`config.mk`:
```
export PLATFORM = sky130hd
export DESIGN_NAME = click_or_drag_gesture_tracker
export DESIGN_NICKNAME = d
export VERILOG_FILES = /design/src/design/cdg_pkg.sv /design/src/design/cdg_front.sv /design/src/design/cdg_queue.sv /design/src/design/cdg_back.sv /design/src/design/click_or_drag_gesture_tracker.sv
export SDC_FILE = /design/constraint.sdc
export NUM_CORES = 2
export LEC_CHECK = 0
export BUFFER_PORTS_ARGS = -buffer_cell sky130_fd_sc_hd__buf_4
export CORE_AREA = 2 2 267 335
export CTS_CLUSTER_DIAMETER = 60
export DETAILED_ROUTE_END_ITERATION = 16
export DIE_AREA = 0 0 269 337
export GPL_ROUTABILITY_DRIVEN = 0
export GPL_TIMING_DRIVEN = 0
export PLACE_DENSITY = 0.69
export SLEW_MARGIN = 25
export SYNTH_ARGS = -nofsm -noshare
export SYNTH_HDL_FRONTEND = slang
export SYNTH_SLANG_ARGS = --single-unit
```
`constraint.sdc`:
```
create_clock -name clk_i -period 8 [get_ports clk_i]
set_input_delay 0.4 -clock clk_i [delete_from_list [all_inputs] [get_ports clk_i]]
set_output_delay 0.4 -clock clk_i [all_outputs]
set_load 0.005 [all_outputs]
```
`src/design/cdg_pkg.sv`:
```
// shared types, codes and defaults for the click-or-drag gesture tracker
package cdg_pkg;

  localparam int unsigned FingersLoDefault  = 1;
  localparam int unsigned FingersHiDefault  = 5;
  localparam int unsigned QueueDepthDefault = 4;

  localparam logic signed [15:0] GainReset        = 16'sd1024;
  // a gain of zero selects 4.0 in Q8.8
  localparam logic signed [15:0] GainDefault      = 16'sd1024;
  localparam logic [15:0]        ThresholdReset   = 16'd5;
  localparam logic [3:0]         FingerCountReset = 4'd1;

  localparam int unsigned ProductW = 32;
  localparam int unsigned ScaledW  = ProductW - 8;

  // input commands
  localparam logic [1:0] CMD_PRESS   = 2'd0;
  localparam logic [1:0] CMD_RELEASE = 2'd1;
  localparam logic [1:0] CMD_MOVE    = 2'd2;

  // result events
  localparam logic [1:0] EV_BEGIN = 2'd0;
  localparam logic [1:0] EV_MOVE  = 2'd1;
  localparam logic [1:0] EV_END   = 2'd2;
  localparam logic [1:0] EV_CLICK = 2'd3;

  // configuration register indexes
  localparam logic [1:0] CFG_GAIN      = 2'd0;
  localparam logic [1:0] CFG_THRESHOLD = 2'd1;
  localparam logic [1:0] CFG_FINGERS   = 2'd2;
  localparam logic [1:0] CFG_CLICK_EN  = 2'd3;

  typedef enum logic [2:0] {
    JOB_PRESS_BEGIN,
    JOB_PRESS_QUIET,
    JOB_END,
    JOB_CLICK,
    JOB_ACCUM,
    JOB_FLUSH,
    JOB_MOVE
  } job_kind_e;

  typedef struct packed {
    logic [1:0]         command;
    logic signed [15:0] delta_x;
    logic signed [15:0] delta_y;
  } in_item_t;

  typedef struct packed {
    logic [1:0]         event_res;
    logic [3:0]         fingers;
    logic signed [31:0] move_x;
    logic signed [31:0] move_y;
    logic               last;
  } out_item_t;

  typedef struct packed {
    logic signed [15:0] gain;
    logic [15:0]        click_limit;
    logic [3:0]         finger_count;
    logic               click_enabled;
  } cfg_t;

  typedef struct packed {
    job_kind_e          kind;
    logic [3:0]         fingers;
    logic signed [15:0] delta_x;
    logic signed [15:0] delta_y;
  } job_t;

endpackage

```
`src/design/cdg_front.sv`:
```
// front end: accepts input transfers, tracks button and movement total, issues jobs
module cdg_front import cdg_pkg::*; #(
  parameter int unsigned FINGERS_LO = FingersLoDefault,
  parameter int unsigned FINGERS_HI = FingersHiDefault
) (
  input  logic     clk_i,
  input  logic     rst_ni,
  input  cfg_t     cfg_i,
  input  logic     in_valid_i,
  output logic     in_ready_o,
  input  in_item_t in_data_i,
  input  logic     full_i,
  output logic     push_o,
  output job_t     job_o
);

  logic        held_q, held_d;
  logic        active_q, active_d;
  logic [31:0] total_q, total_d;

  logic        accept;
  logic        push;
  logic [15:0] abs_x, abs_y;
  logic [16:0] step_size;
  logic [32:0] total_sum;
  logic [31:0] total_new;
  logic        over_thr;
  logic [3:0]  fingers_clamped;

  assign in_ready_o = !full_i;
  assign accept     = in_valid_i && in_ready_o;

  assign abs_x     = in_data_i.delta_x[15] ? (~in_data_i.delta_x + 16'd1) : in_data_i.delta_x;
  assign abs_y     = in_data_i.delta_y[15] ? (~in_data_i.delta_y + 16'd1) : in_data_i.delta_y;
  assign step_size = {1'b0, abs_x} + {1'b0, abs_y};
  assign total_sum = {1'b0, total_q} + {16'd0, step_size};
  // saturate the running total
  assign total_new = total_sum[32] ? '1 : total_sum[31:0];
  assign over_thr  = total_new > {16'd0, cfg_i.click_limit};

  always_comb begin
    fingers_clamped = cfg_i.finger_count;
    if (fingers_clamped < 4'(FINGERS_LO)) fingers_clamped = 4'(FINGERS_LO);
    if (fingers_clamped > 4'(FINGERS_HI)) fingers_clamped = 4'(FINGERS_HI);
  end

  always_comb begin
    held_d        = held_q;
    active_d      = active_q;
    total_d       = total_q;
    push          = 1'b0;
    job_o.kind    = JOB_ACCUM;
    job_o.fingers = fingers_clamped;
    job_o.delta_x = in_data_i.delta_x;
    job_o.delta_y = in_data_i.delta_y;
    if (accept) begin
      unique case (in_data_i.command)
        CMD_PRESS: begin
          held_d     = 1'b1;
          total_d    = '0;
          active_d   = !cfg_i.click_enabled;
          push       = 1'b1;
          job_o.kind = cfg_i.click_enabled ? JOB_PRESS_QUIET : JOB_PRESS_BEGIN;
        end
        CMD_RELEASE: begin
          if (active_q) begin
            push       = 1'b1;
            job_o.kind = JOB_END;
          end else if (cfg_i.click_enabled && (total_q <= {16'd0, cfg_i.click_limit})) begin
            push       = 1'b1;
            job_o.kind = JOB_CLICK;
          end
          held_d   = 1'b0;
          active_d = 1'b0;
        end
        CMD_MOVE: begin
          if (held_q) begin
            total_d = total_new;
            push    = 1'b1;
            if (active_q) begin
              job_o.kind = JOB_MOVE;
            end else if (over_thr) begin
              job_o.kind = JOB_FLUSH;
              active_d   = 1'b1;
            end else begin
              job_o.kind = JOB_ACCUM;
            end
          end
        end
        default: ;
      endcase
    end
  end

  assign push_o = push;

  always_ff @(posedge clk_i or negedge rst_ni) begin
    if (!rst_ni) begin
      held_q   <= 1'b0;
      active_q <= 1'b0;
      total_q  <= '0;
    end else begin
      held_q   <= held_d;
      active_q <= active_d;
      total_q  <= total_d;
    end
  end

endmodule

```
`src/design/cdg_queue.sv`:
```
// small job queue between front end and back end
module cdg_queue import cdg_pkg::*; #(
  parameter int unsigned DEPTH = QueueDepthDefault
) (
  input  logic clk_i,
  input  logic rst_ni,
  input  logic push_i,
  input  job_t data_i,
  output logic full_o,
  input  logic pop_i,
  output logic empty_o,
  output job_t data_o
);

  localparam int unsigned PtrW = (DEPTH > 1) ? $clog2(DEPTH) : 1;
  localparam int unsigned CntW = $clog2(DEPTH + 1);

  job_t            mem_q [DEPTH];
  logic [PtrW-1:0] wr_ptr_q, rd_ptr_q;
  logic [CntW-1:0] count_q;
  logic            do_push, do_pop;

  assign full_o  = count_q == CntW'(DEPTH);
  assign empty_o = count_q == '0;
  assign do_push = push_i && !full_o;
  assign do_pop  = pop_i && !empty_o;
  assign data_o  = mem_q[rd_ptr_q];

  function automatic logic [PtrW-1:0] ptr_next(input logic [PtrW-1:0] p);
    ptr_next = (p == PtrW'(DEPTH - 1)) ? '0 : p + PtrW'(1);
  endfunction

  always_ff @(posedge clk_i) begin
    if (do_push) begin
      mem_q[wr_ptr_q] <= data_i;
    end
  end

  always_ff @(posedge clk_i or negedge rst_ni) begin
    if (!rst_ni) begin
      wr_ptr_q <= '0;
      rd_ptr_q <= '0;
      count_q  <= '0;
    end else begin
      if (do_push) wr_ptr_q <= ptr_next(wr_ptr_q);
      if (do_pop) rd_ptr_q <= ptr_next(rd_ptr_q);
      if (do_push && !do_pop) begin
        count_q <= count_q + CntW'(1);
      end else if (do_pop && !do_push) begin
        count_q <= count_q - CntW'(1);
      end
    end
  end

endmodule

```
`src/design/cdg_back.sv`:
```
// back end: scales movement, keeps pending sums and drives the result register
module cdg_back import cdg_pkg::*; (
  input  logic      clk_i,
  input  logic      rst_ni,
  input  cfg_t      cfg_i,
  input  logic      empty_i,
  input  job_t      job_i,
  output logic      pop_o,
  output logic      out_valid_o,
  input  logic      out_ready_i,
  output out_item_t out_data_o
);

  // scale stage
  logic                      a_valid_q;
  job_kind_e                 a_kind_q;
  logic [3:0]                a_fingers_q;
  logic signed [ScaledW-1:0] a_sx_q, a_sy_q;

  logic signed [15:0]         gain_eff;
  logic signed [ProductW-1:0] prod_x, prod_y, rnd_x, rnd_y;

  // event stage
  logic               phase_q, phase_d;
  logic signed [31:0] pend_x_q, pend_x_d, pend_y_q, pend_y_d;
  logic               out_valid_q, out_valid_d;
  out_item_t          out_data_q, out_data_d;

  logic               out_free, emits, b_fire, b_done, a_load;
  logic signed [31:0] sat_x, sat_y;

  assign gain_eff = (cfg_i.gain == 16'sd0) ? GainDefault : cfg_i.gain;
  assign prod_x   = job_i.delta_x * gain_eff;
  assign prod_y   = job_i.delta_y * gain_eff;
  // round half away from zero, then divide by 256
  assign rnd_x    = prod_x + (prod_x[ProductW-1] ? ProductW'(127) : ProductW'(128));
  assign rnd_y    = prod_y + (prod_y[ProductW-1] ? ProductW'(127) : ProductW'(128));

  function automatic logic signed [31:0] sat_add(input logic signed [31:0] a,
                                                 input logic signed [ScaledW-1:0] b);
    logic signed [32:0] s;
    s = 33'(a) + 33'(b);
    if (s[32] != s[31]) begin
      sat_add = s[32] ? 32'sh8000_0000 : 32'sh7fff_ffff;
    end else begin
      sat_add = s[31:0];
    end
  endfunction

  assign sat_x = sat_add(pend_x_q, a_sx_q);
  assign sat_y = sat_add(pend_y_q, a_sy_q);

  assign out_free = !out_valid_q || out_ready_i;
  assign emits    = (a_kind_q != JOB_PRESS_QUIET) && (a_kind_q != JOB_ACCUM);
  assign b_fire   = a_valid_q && (!emits || out_free);
  assign b_done   = b_fire && ((a_kind_q != JOB_FLUSH) || phase_q);
  assign a_load   = !empty_i && (!a_valid_q || b_done);
  assign pop_o    = a_load;

  always_comb begin
    phase_d     = phase_q;
    pend_x_d    = pend_x_q;
    pend_y_d    = pend_y_q;
    out_valid_d = out_valid_q && !out_ready_i;
    out_data_d  = out_data_q;
    if (b_fire) begin
      // jobs without a result leave a waiting result untouched
      if (emits) begin
        out_valid_d          = 1'b1;
        out_data_d.event_res = EV_MOVE;
        out_data_d.fingers   = '0;
        out_data_d.move_x    = '0;
        out_data_d.move_y    = '0;
        out_data_d.last      = 1'b1;
      end
      unique case (a_kind_q)
        JOB_PRESS_BEGIN: begin
          pend_x_d             = '0;
          pend_y_d             = '0;
          out_data_d.event_res = EV_BEGIN;
          out_data_d.fingers   = a_fingers_q;
        end
        JOB_PRESS_QUIET: begin
          pend_x_d = '0;
          pend_y_d = '0;
        end
        JOB_END:   out_data_d.event_res = EV_END;
        JOB_CLICK: out_data_d.event_res = EV_CLICK;
        JOB_ACCUM: begin
          pend_x_d = sat_x;
          pend_y_d = sat_y;
        end
        JOB_FLUSH: begin
          if (!phase_q) begin
            pend_x_d             = sat_x;
            pend_y_d             = sat_y;
            out_data_d.event_res = EV_BEGIN;
            out_data_d.fingers   = a_fingers_q;
            out_data_d.last      = 1'b0;
            phase_d              = 1'b1;
          end else begin
            out_data_d.move_x = pend_x_q;
            out_data_d.move_y = pend_y_q;
            pend_x_d          = '0;
            pend_y_d          = '0;
            phase_d           = 1'b0;
          end
        end
        JOB_MOVE: begin
          out_data_d.move_x = 32'(a_sx_q);
          out_data_d.move_y = 32'(a_sy_q);
        end
        default: ;
      endcase
    end
  end

  always_ff @(posedge clk_i) begin
    if (a_load) begin
      a_kind_q    <= job_i.kind;
      a_fingers_q <= job_i.fingers;
      a_sx_q      <= rnd_x[ProductW-1:8];
      a_sy_q      <= rnd_y[ProductW-1:8];
    end
    out_data_q <= out_data_d;
  end

  always_ff @(posedge clk_i or negedge rst_ni) begin
    if (!rst_ni) begin
      a_valid_q   <= 1'b0;
      phase_q     <= 1'b0;
      pend_x_q    <= '0;
      pend_y_q    <= '0;
      out_valid_q <= 1'b0;
    end else begin
      if (a_load) begin
        a_valid_q <= 1'b1;
      end else if (b_done) begin
        a_valid_q <= 1'b0;
      end
      phase_q     <= phase_d;
      pend_x_q    <= pend_x_d;
      pend_y_q    <= pend_y_d;
      out_valid_q <= out_valid_d;
    end
  end

  assign out_valid_o = out_valid_q;
  assign out_data_o  = out_data_q;

endmodule

```
`src/design/click_or_drag_gesture_tracker.sv`:
```
// top level of the click-or-drag gesture tracker: config registers, front, queue, back
//
// input channel (in_valid_i/in_ready_o/in_data_i) takes press, release and move
// commands; output channel (out_valid_o/out_ready_i/out_data_o) returns begin,
// move, end and click results, with last set on the final result of a command.
// configuration is written through cfg_we_i/cfg_idx_i/cfg_wdata_i; the user must do
// so only while idle, which the block does not enforce. a command is taken every cycle
// while the job queue has room. the front end updates the button state and movement
// total in the cycle of the transfer and queues a job; the back end scales it into the
// scale stage and then registers the result in the result register.
// a move that crosses the click threshold gives two results, a begin and then a move,
// and holds the back end until both are registered; every other command gives at
// most one result, so the sustained rate is one command per cycle without a stall.
// a stalled receiver holds the result register; the queue (QUEUE_DEPTH jobs)
// then fills and in_ready_o drops. reset clears the button and gesture state,
// the totals and the queue, and loads the configuration defaults.
module click_or_drag_gesture_tracker import cdg_pkg::*; #(
  parameter int unsigned FINGERS_LO  = FingersLoDefault,
  parameter int unsigned FINGERS_HI  = FingersHiDefault,
  parameter int unsigned QUEUE_DEPTH = QueueDepthDefault
) (
  input  logic      clk_i,
  input  logic      rst_ni,
  input  logic      cfg_we_i,
  input  logic [1:0]  cfg_idx_i,
  input  logic [15:0] cfg_wdata_i,
  input  logic      in_valid_i,
  output logic      in_ready_o,
  input  in_item_t  in_data_i,
  output logic      out_valid_o,
  input  logic      out_ready_i,
  output out_item_t out_data_o
);

  cfg_t cfg_q;
  logic push, full, pop, empty;
  job_t job_in, job_out;

  always_ff @(posedge clk_i or negedge rst_ni) begin
    if (!rst_ni) begin
      cfg_q.gain          <= GainReset;
      cfg_q.click_limit   <= ThresholdReset;
      cfg_q.finger_count  <= FingerCountReset;
      cfg_q.click_enabled <= 1'b0;
    end else if (cfg_we_i) begin
      unique case (cfg_idx_i)
        CFG_GAIN:      cfg_q.gain          <= cfg_wdata_i;
        CFG_THRESHOLD: cfg_q.click_limit   <= cfg_wdata_i;
        CFG_FINGERS:   cfg_q.finger_count  <= cfg_wdata_i[3:0];
        CFG_CLICK_EN:  cfg_q.click_enabled <= cfg_wdata_i[0];
        default: ;
      endcase
    end
  end

  cdg_front #(
    .FINGERS_LO(FINGERS_LO),
    .FINGERS_HI(FINGERS_HI)
  ) u_front (
    .clk_i     (clk_i),
    .rst_ni    (rst_ni),
    .cfg_i     (cfg_q),
    .in_valid_i(in_valid_i),
    .in_ready_o(in_ready_o),
    .in_data_i (in_data_i),
    .full_i    (full),
    .push_o    (push),
    .job_o     (job_in)
  );

  cdg_queue #(
    .DEPTH(QUEUE_DEPTH)
  ) u_queue (
    .clk_i  (clk_i),
    .rst_ni (rst_ni),
    .push_i (push),
    .data_i (job_in),
    .full_o (full),
    .pop_i  (pop),
    .empty_o(empty),
    .data_o (job_out)
  );

  cdg_back u_back (
    .clk_i      (clk_i),
    .rst_ni     (rst_ni),
    .cfg_i      (cfg_q),
    .empty_i    (empty),
    .job_i      (job_out),
    .pop_o      (pop),
    .out_valid_o(out_valid_o),
    .out_ready_i(out_ready_i),
    .out_data_o (out_data_o)
  );

`ifndef ASSERT_OFF
  // only the begin result of a threshold crossing is followed by another result
  a_last_unless_begin: assert property (@(posedge clk_i) disable iff (!rst_ni)
    out_valid_o && (out_data_o.event_res != EV_BEGIN) |-> out_data_o.last)
    else $error("non-begin result without last");

  // a begin without last is directly followed by the move carrying the pending sums
  a_begin_then_move: assert property (@(posedge clk_i) disable iff (!rst_ni)
    out_valid_o && out_ready_i && !out_data_o.last
    |=> out_valid_o && (out_data_o.event_res == EV_MOVE))
    else $error("begin transfer not followed by move");

  a_fingers_only_on_begin: assert property (@(posedge clk_i) disable iff (!rst_ni)
    out_valid_o && (out_data_o.event_res != EV_BEGIN) |-> (out_data_o.fingers == 4'd0))
    else $error("fingers set outside begin");

  a_motion_only_on_move: assert property (@(posedge clk_i) disable iff (!rst_ni)
    out_valid_o && (out_data_o.event_res != EV_MOVE)
    |-> (out_data_o.move_x == 32'sd0) && (out_data_o.move_y == 32'sd0))
    else $error("motion set outside move");
`endif

endmodule
```
* Word-level counts from Yosys, hierarchy flattened
Memory sizes are Yosys's and may differ from the RTL's. Index checks and enable logic that the tools add are counted.
Storage, ports and cells: memory bits (writable) 156, input port bits 57, word-level logic and storage cells 165, memories kept 1, output and inout port bits 73, register bits 271
Cells by class: multiply operators 2, eq/ne operators 20, bitwise logic cells 2, order comparisons 4, muxes and demuxes 55, reduce and logical (&&, ||, !) cells 45, add/subtract/negate cells 12
Memory list:
- u_queue.mem_q | depth 4, width 39, rd ports 1, clocked after memory_dff 0, wr ports 1, line cdg_queue.sv:18 | job_t mem_q [DEPTH];
Operator list (count):
- $mux 32 | 8
- $pmux 32 s3 | 2
- $pmux 64 s2 | 1
- $mux 71 | 1
- $add 32x24->33 | 2
- $add 32x32->32 | 2
- $mul 16x16->32 | 2
- $mux 64 | 1
- $pmux 32 s2 | 1
- $mux 16 | 3
- $add 32x17->33 | 1
- $add 16x1->16 const B | 2
- $gt 32x16->1 | 1
- $le 32x16->1 | 1
- $not 16->16 | 2
- $mux 3 | 7
- $mux 1 | 18
- $add 16x16->17 | 1
- $logic_not 16->1 | 1
- $mux 8 | 2
- $reduce_and 2->1 | 7
- $eq 3x3->1 const B | 4
- $logic_and 1x1->1 | 11
- $eq 2x2->1 const B | 5
- 28 further kinds | 54

* Longest topological paths before layout
word-level depth 12, gate-level depth with buffers 31, gate-level depth less buffers 28

* Cells and area by module
Synthesis repeated with hierarchy kept, for this count alone.
Unflattened totals: cells, all modules 4333, area, all modules 44650.3 µm²
Modules (own cells, without submodules):
- cdg_back | times used 1, area an instance 32175.9 µm², seq. area each 5460.2 µm², cells an instance 3388
- cdg_queue | times used 1, area an instance 6060.8 µm², seq. area each 4859.7 µm², cells an instance 241
- cdg_front | times used 1, area an instance 4998.5 µm², seq. area each 850.8 µm², cells an instance 624
- click_or_drag_gesture_tracker | times used 1, area an instance 1415.1 µm², seq. area each 930.9 µm², cells an instance 80

* Least setup slack after synthesis
Ideal clock, no wire load.
path type register -> register, start register u_queue.rd_ptr_q[0], end register u_back.a_sy_q[23], data pin, required time 7.734 ns, library setup time 0.266 ns, setup slack -0.654 ns, stages on the path, launching flop included 27, data arrival time 8.388 ns, path through dfrtp_1 > clkbuf_1 > buf_1 > mux4_2 > clkbuf_1 > nand2_1 > inv_1 > fa_1 > fa_1 > fa_1 > fa_1 > fa_1 > inv_1 > fa_1 > inv_1 > ha_1 > and3_1 > and2_1 > a221o_1 > a21o_1 > a2111oi_0 > a21oi_1 > xnor2_2 > o21ai_1 > nor4_2 > nand4_1 > xor2_1
Between the ends: word-level cells in the longest chain between the ends 4
Ends and longest elaborated chain:
- from (decl) | line cdg_queue.sv:19 | logic [PtrW-1:0] wr_ptr_q, rd_ptr_q;
- from (signal assigned) | line cdg_queue.sv:46 | if (do_pop) rd_ptr_q <= ptr_next(rd_ptr_q);
- $mem_v2 4x39 (*)
- $mul 16x16->32 (*) | line cdg_back.sv:34 | assign prod_y = job_i.delta_y * gain_eff;
- $mux 8 | line cdg_back.sv:37 | assign rnd_y = prod_y + (prod_y[ProductW-1] ? ProductW'(127) : ProductW'(128));
- $add 32x32->32 (*) | line cdg_back.sv:37
- named net u_back.rnd_y[31] | line cdg_back.sv:21 | logic signed [ProductW-1:0] prod_x, prod_y, rnd_x, rnd_y;
- to (signal assigned) | line cdg_back.sv:123 | a_sy_q <= rnd_y[ProductW-1:8];
- to (decl) | line cdg_back.sv:18 | logic signed [ScaledW-1:0] a_sx_q, a_sy_q;
Mark *: on every way through the listed nets, which the timed path passes. The rest lies on a longest branch. A chain may end at the register's enable or synchronous reset.

* Worst setup path after layout
start register u_queue.rd_ptr_q[0], end register u_back.a_sx_q[20], data pin
Between the ends: word-level cells in the longest chain between the ends 4
Ends and longest elaborated chain:
- $mem_v2 4x39 (*)
- $mul 16x16->32 (*) | line cdg_back.sv:33 | assign prod_x = job_i.delta_x * gain_eff;
- $mux 8 | line cdg_back.sv:36 | assign rnd_x = prod_x + (prod_x[ProductW-1] ? ProductW'(127) : ProductW'(128));
- $add 32x32->32 (*) | line cdg_back.sv:36
- named net u_back.rnd_x[28] | line cdg_back.sv:21
- to (signal assigned) | line cdg_back.sv:122 | a_sx_q <= rnd_x[ProductW-1:8];
- to (decl) | line cdg_back.sv:18
Marks and branches as above.

==> metrics.txt <==
worst slack, placed -2.18 ns; CTS Buffer Depth 3; Crit-path slowest cell mux4_2; final hold violation count 0; initial antenna violation count 1; TritonCTS Buffers 49; area of the core 87800 um2; critical path endpoint category flip-flop; Worst Clk Skew 0.0344 ns; setup TNS -0.0389 ns; Slew headroom 37.5%; DRT Wirelength 117000 um; height of the die 337 um; final setup vio count 2; # DRC 0; total die area 90700 um2; M3 GR Usage 3.67%; CTS tree done; global route hottest layer met2; Initial DRC Count 2553; number of global-route vias before repair 33600; Distinct cells, synth 92; Yosys warnings 0; WP buf/inv 10; largest net degree at the start of global routing 74; minimum clock period 8.02 ns; initial cell density of the core 49.5%; share of layout cells above drive strength 1 15.5%; H-tree levels 2; Clk pin slew, worst setup/hold paths 0.06 ns; overall routing resource usage 25.8%; Seq/Total Area, Yosys 27.8%; register bit total from synthesis 427; # port buffers 129; Worst-Margin Slew 0.914 ns; critical path startpoint category flip-flop; WL/cell 20.5 um; CP Data Arrival Time 8.38 ns; violated checks negative setup slack; Syn Area/Cell 10.4 um2; commonest non-fill, non-tap cell in the layout inv_1; Post-Synth Adder-Cell Area 33.3%; via/cell ratio 5.70; most frequent cells in the layout 693 x inv_1, 534 x fa_1, 387 x nand2_1; Simple-Gate Fraction of Synth Area 12.2%; crit-path max cell delay 0.59 ns; WP data required 8.35 ns; fin nets 5369; global-route wire length before repair 181000 um; placed wire-length estimate 90600 um; grt ovf 0; async set-or-reset flop fraction in the synthesized netlist 34.0%; Layout Area Growth over Synthesis 15.5%; GR Util met2 45.7%; fmax 125 MHz; clock sink count 427; first-pass iteration count of the detailed router 6; unrepaired setup endpoints after global routing true; Die Wd 269 um; final worst slack -0.0232 ns; clk_lat worst skew 0.62 ns; Max-Cap Viols 0; I/O Pins 130; Crit Path Category flip-flop to flip-flop; Final Max Slew Viols 0; grt met1 use 31.0%; Vias 32500; cell family with most CP delay adder cells; Synth Area in Compound Gates 11.3%; CTS root buf clkbuf_16; antenna-violating nets left 0; status complete, but fails checks; CP Max Fanout 7; Tcrit/Tclk final 100%; row count 122; Syn Inst Count 4171; main combinational cell family by area after synthesis adder cells; CP most frequent cell fa_1; post-synthesis mux area share 3.27%; XOR/XNOR share of the synthesized area 4.38%; Primary FF master, synth edfxtp_1; Netlist Area Pre-Place 43500 um2; EDFF count, synth 282; worst min path class input pin to flip-flop
synthesized netlist by cell type, types with 39 or more instances:
library cell	n	area [um2]
nand3_1	43	215
nor2_1	130	488
mux2_2	41	462
edfxtp_1	282	8470
and2_1	244	1530
a21o_1	85	638
dfrtp_1	141	3530
xnor2_1	155	1360
fa_1	544	10900
a21oi_1	133	666
nand2_1	395	1480
inv_1	705	2650
mux4_2	39	878
a221o_1	81	811
a222oi_1	46	460
o21ai_0	90	450
clkbuf_1	152	571
ha_1	288	3600
nor3_1	41	205
xor2_1	58	508
timing repair:
item	4_1_cts	5_1_grt
pin swaps	26	105
cloned	1	1
gates resized for setup	156	212
setup endpoints to repair	52	44
hold buffers	1	0
buffers inserted	53	82
hold endpoints to repair	68	0
cell families after synthesis:
kind of cell	after synthesis
simple gates	1058
buf+inv	878
fa+ha+maj	832
compound gates	672
flops	427
xor+xnor	215
mux	88
other cells	1
registers in the layout, indices dropped and copies added (netlist names), 3 cells and up:
register,flops
u_back.a_sx_q,24
u_queue.count_q,3
u_back.pend_y_q,32
u_front.total_q,32
u_queue.mem_q,156
u_back.out_data_o,71
cfg_q,37
u_back.a_kind_q,3
u_back.a_fingers_q,4
u_back.a_sy_q,24
u_back.pend_x_q,32
layout make-up:
type                       count  area (um2)
multi-input combinational   2870       29200
tap                         1178        1470
inverter                     705        2650
buffer                       158         886
clock buffer                  62        1360
timing repair buffer         269        2230
sequential                   427       12100
clock inverter                30         294
antenna                        1        2.50
fill                        7377       37600
worst paths after layout:
path	start	to	slack, ns	depth (start not counted)
hold / removal	in_data_i[17]	u_queue.mem_q[2][17]$_DFFE_PP_	0.03	1
setup reg to reg	u_queue.rd_ptr_q[0]$_DFFE_PN0P_	u_back.a_sx_q[20]$_DFFE_PP_	-0.02	28
setup / recovery	u_queue.rd_ptr_q[0]$_DFFE_PN0P_	u_back.a_sx_q[20]$_DFFE_PP_	-0.02	28
hold reg to reg	u_front.total_q[0]$_DFFE_PN0P_	u_front.total_q[0]$_DFFE_PN0P_	0.49	2
min in group asynchronous	rst_ni	cfg_q[15]$_DFFE_PN0P_	0.35	2
max in group asynchronous	rst_ni	u_back.pend_y_q[10]$_DFFE_PN0P_	6.78	3
metal layers:
metal,routed length (um),up-vias
li1,-,14700
met5,0,-
met1,44600,16300
met4,6090,0
met3,7260,351
met2,58800,1158
stage by stage:
step / util, % / std cells / area, um2 / hold slack (ns)
after floorplan: - / 4174 / 43500 / 0.104
after global placement: 52.4 / 5481 / 46000 / 0.465
after detailed placement: 52.5 / 5486 / 46100 / 0.421
after CTS: 55.6 / 5623 / 48800 / 0.00547
after global routing: 57.2 / 5699 / 50200 / 0.0214
final: 57.2 / 5700 / 50200 / 0.0325
Power is not shown: default switching activity piles up to over one toggle a cycle in this logic, so the estimate is an artifact.
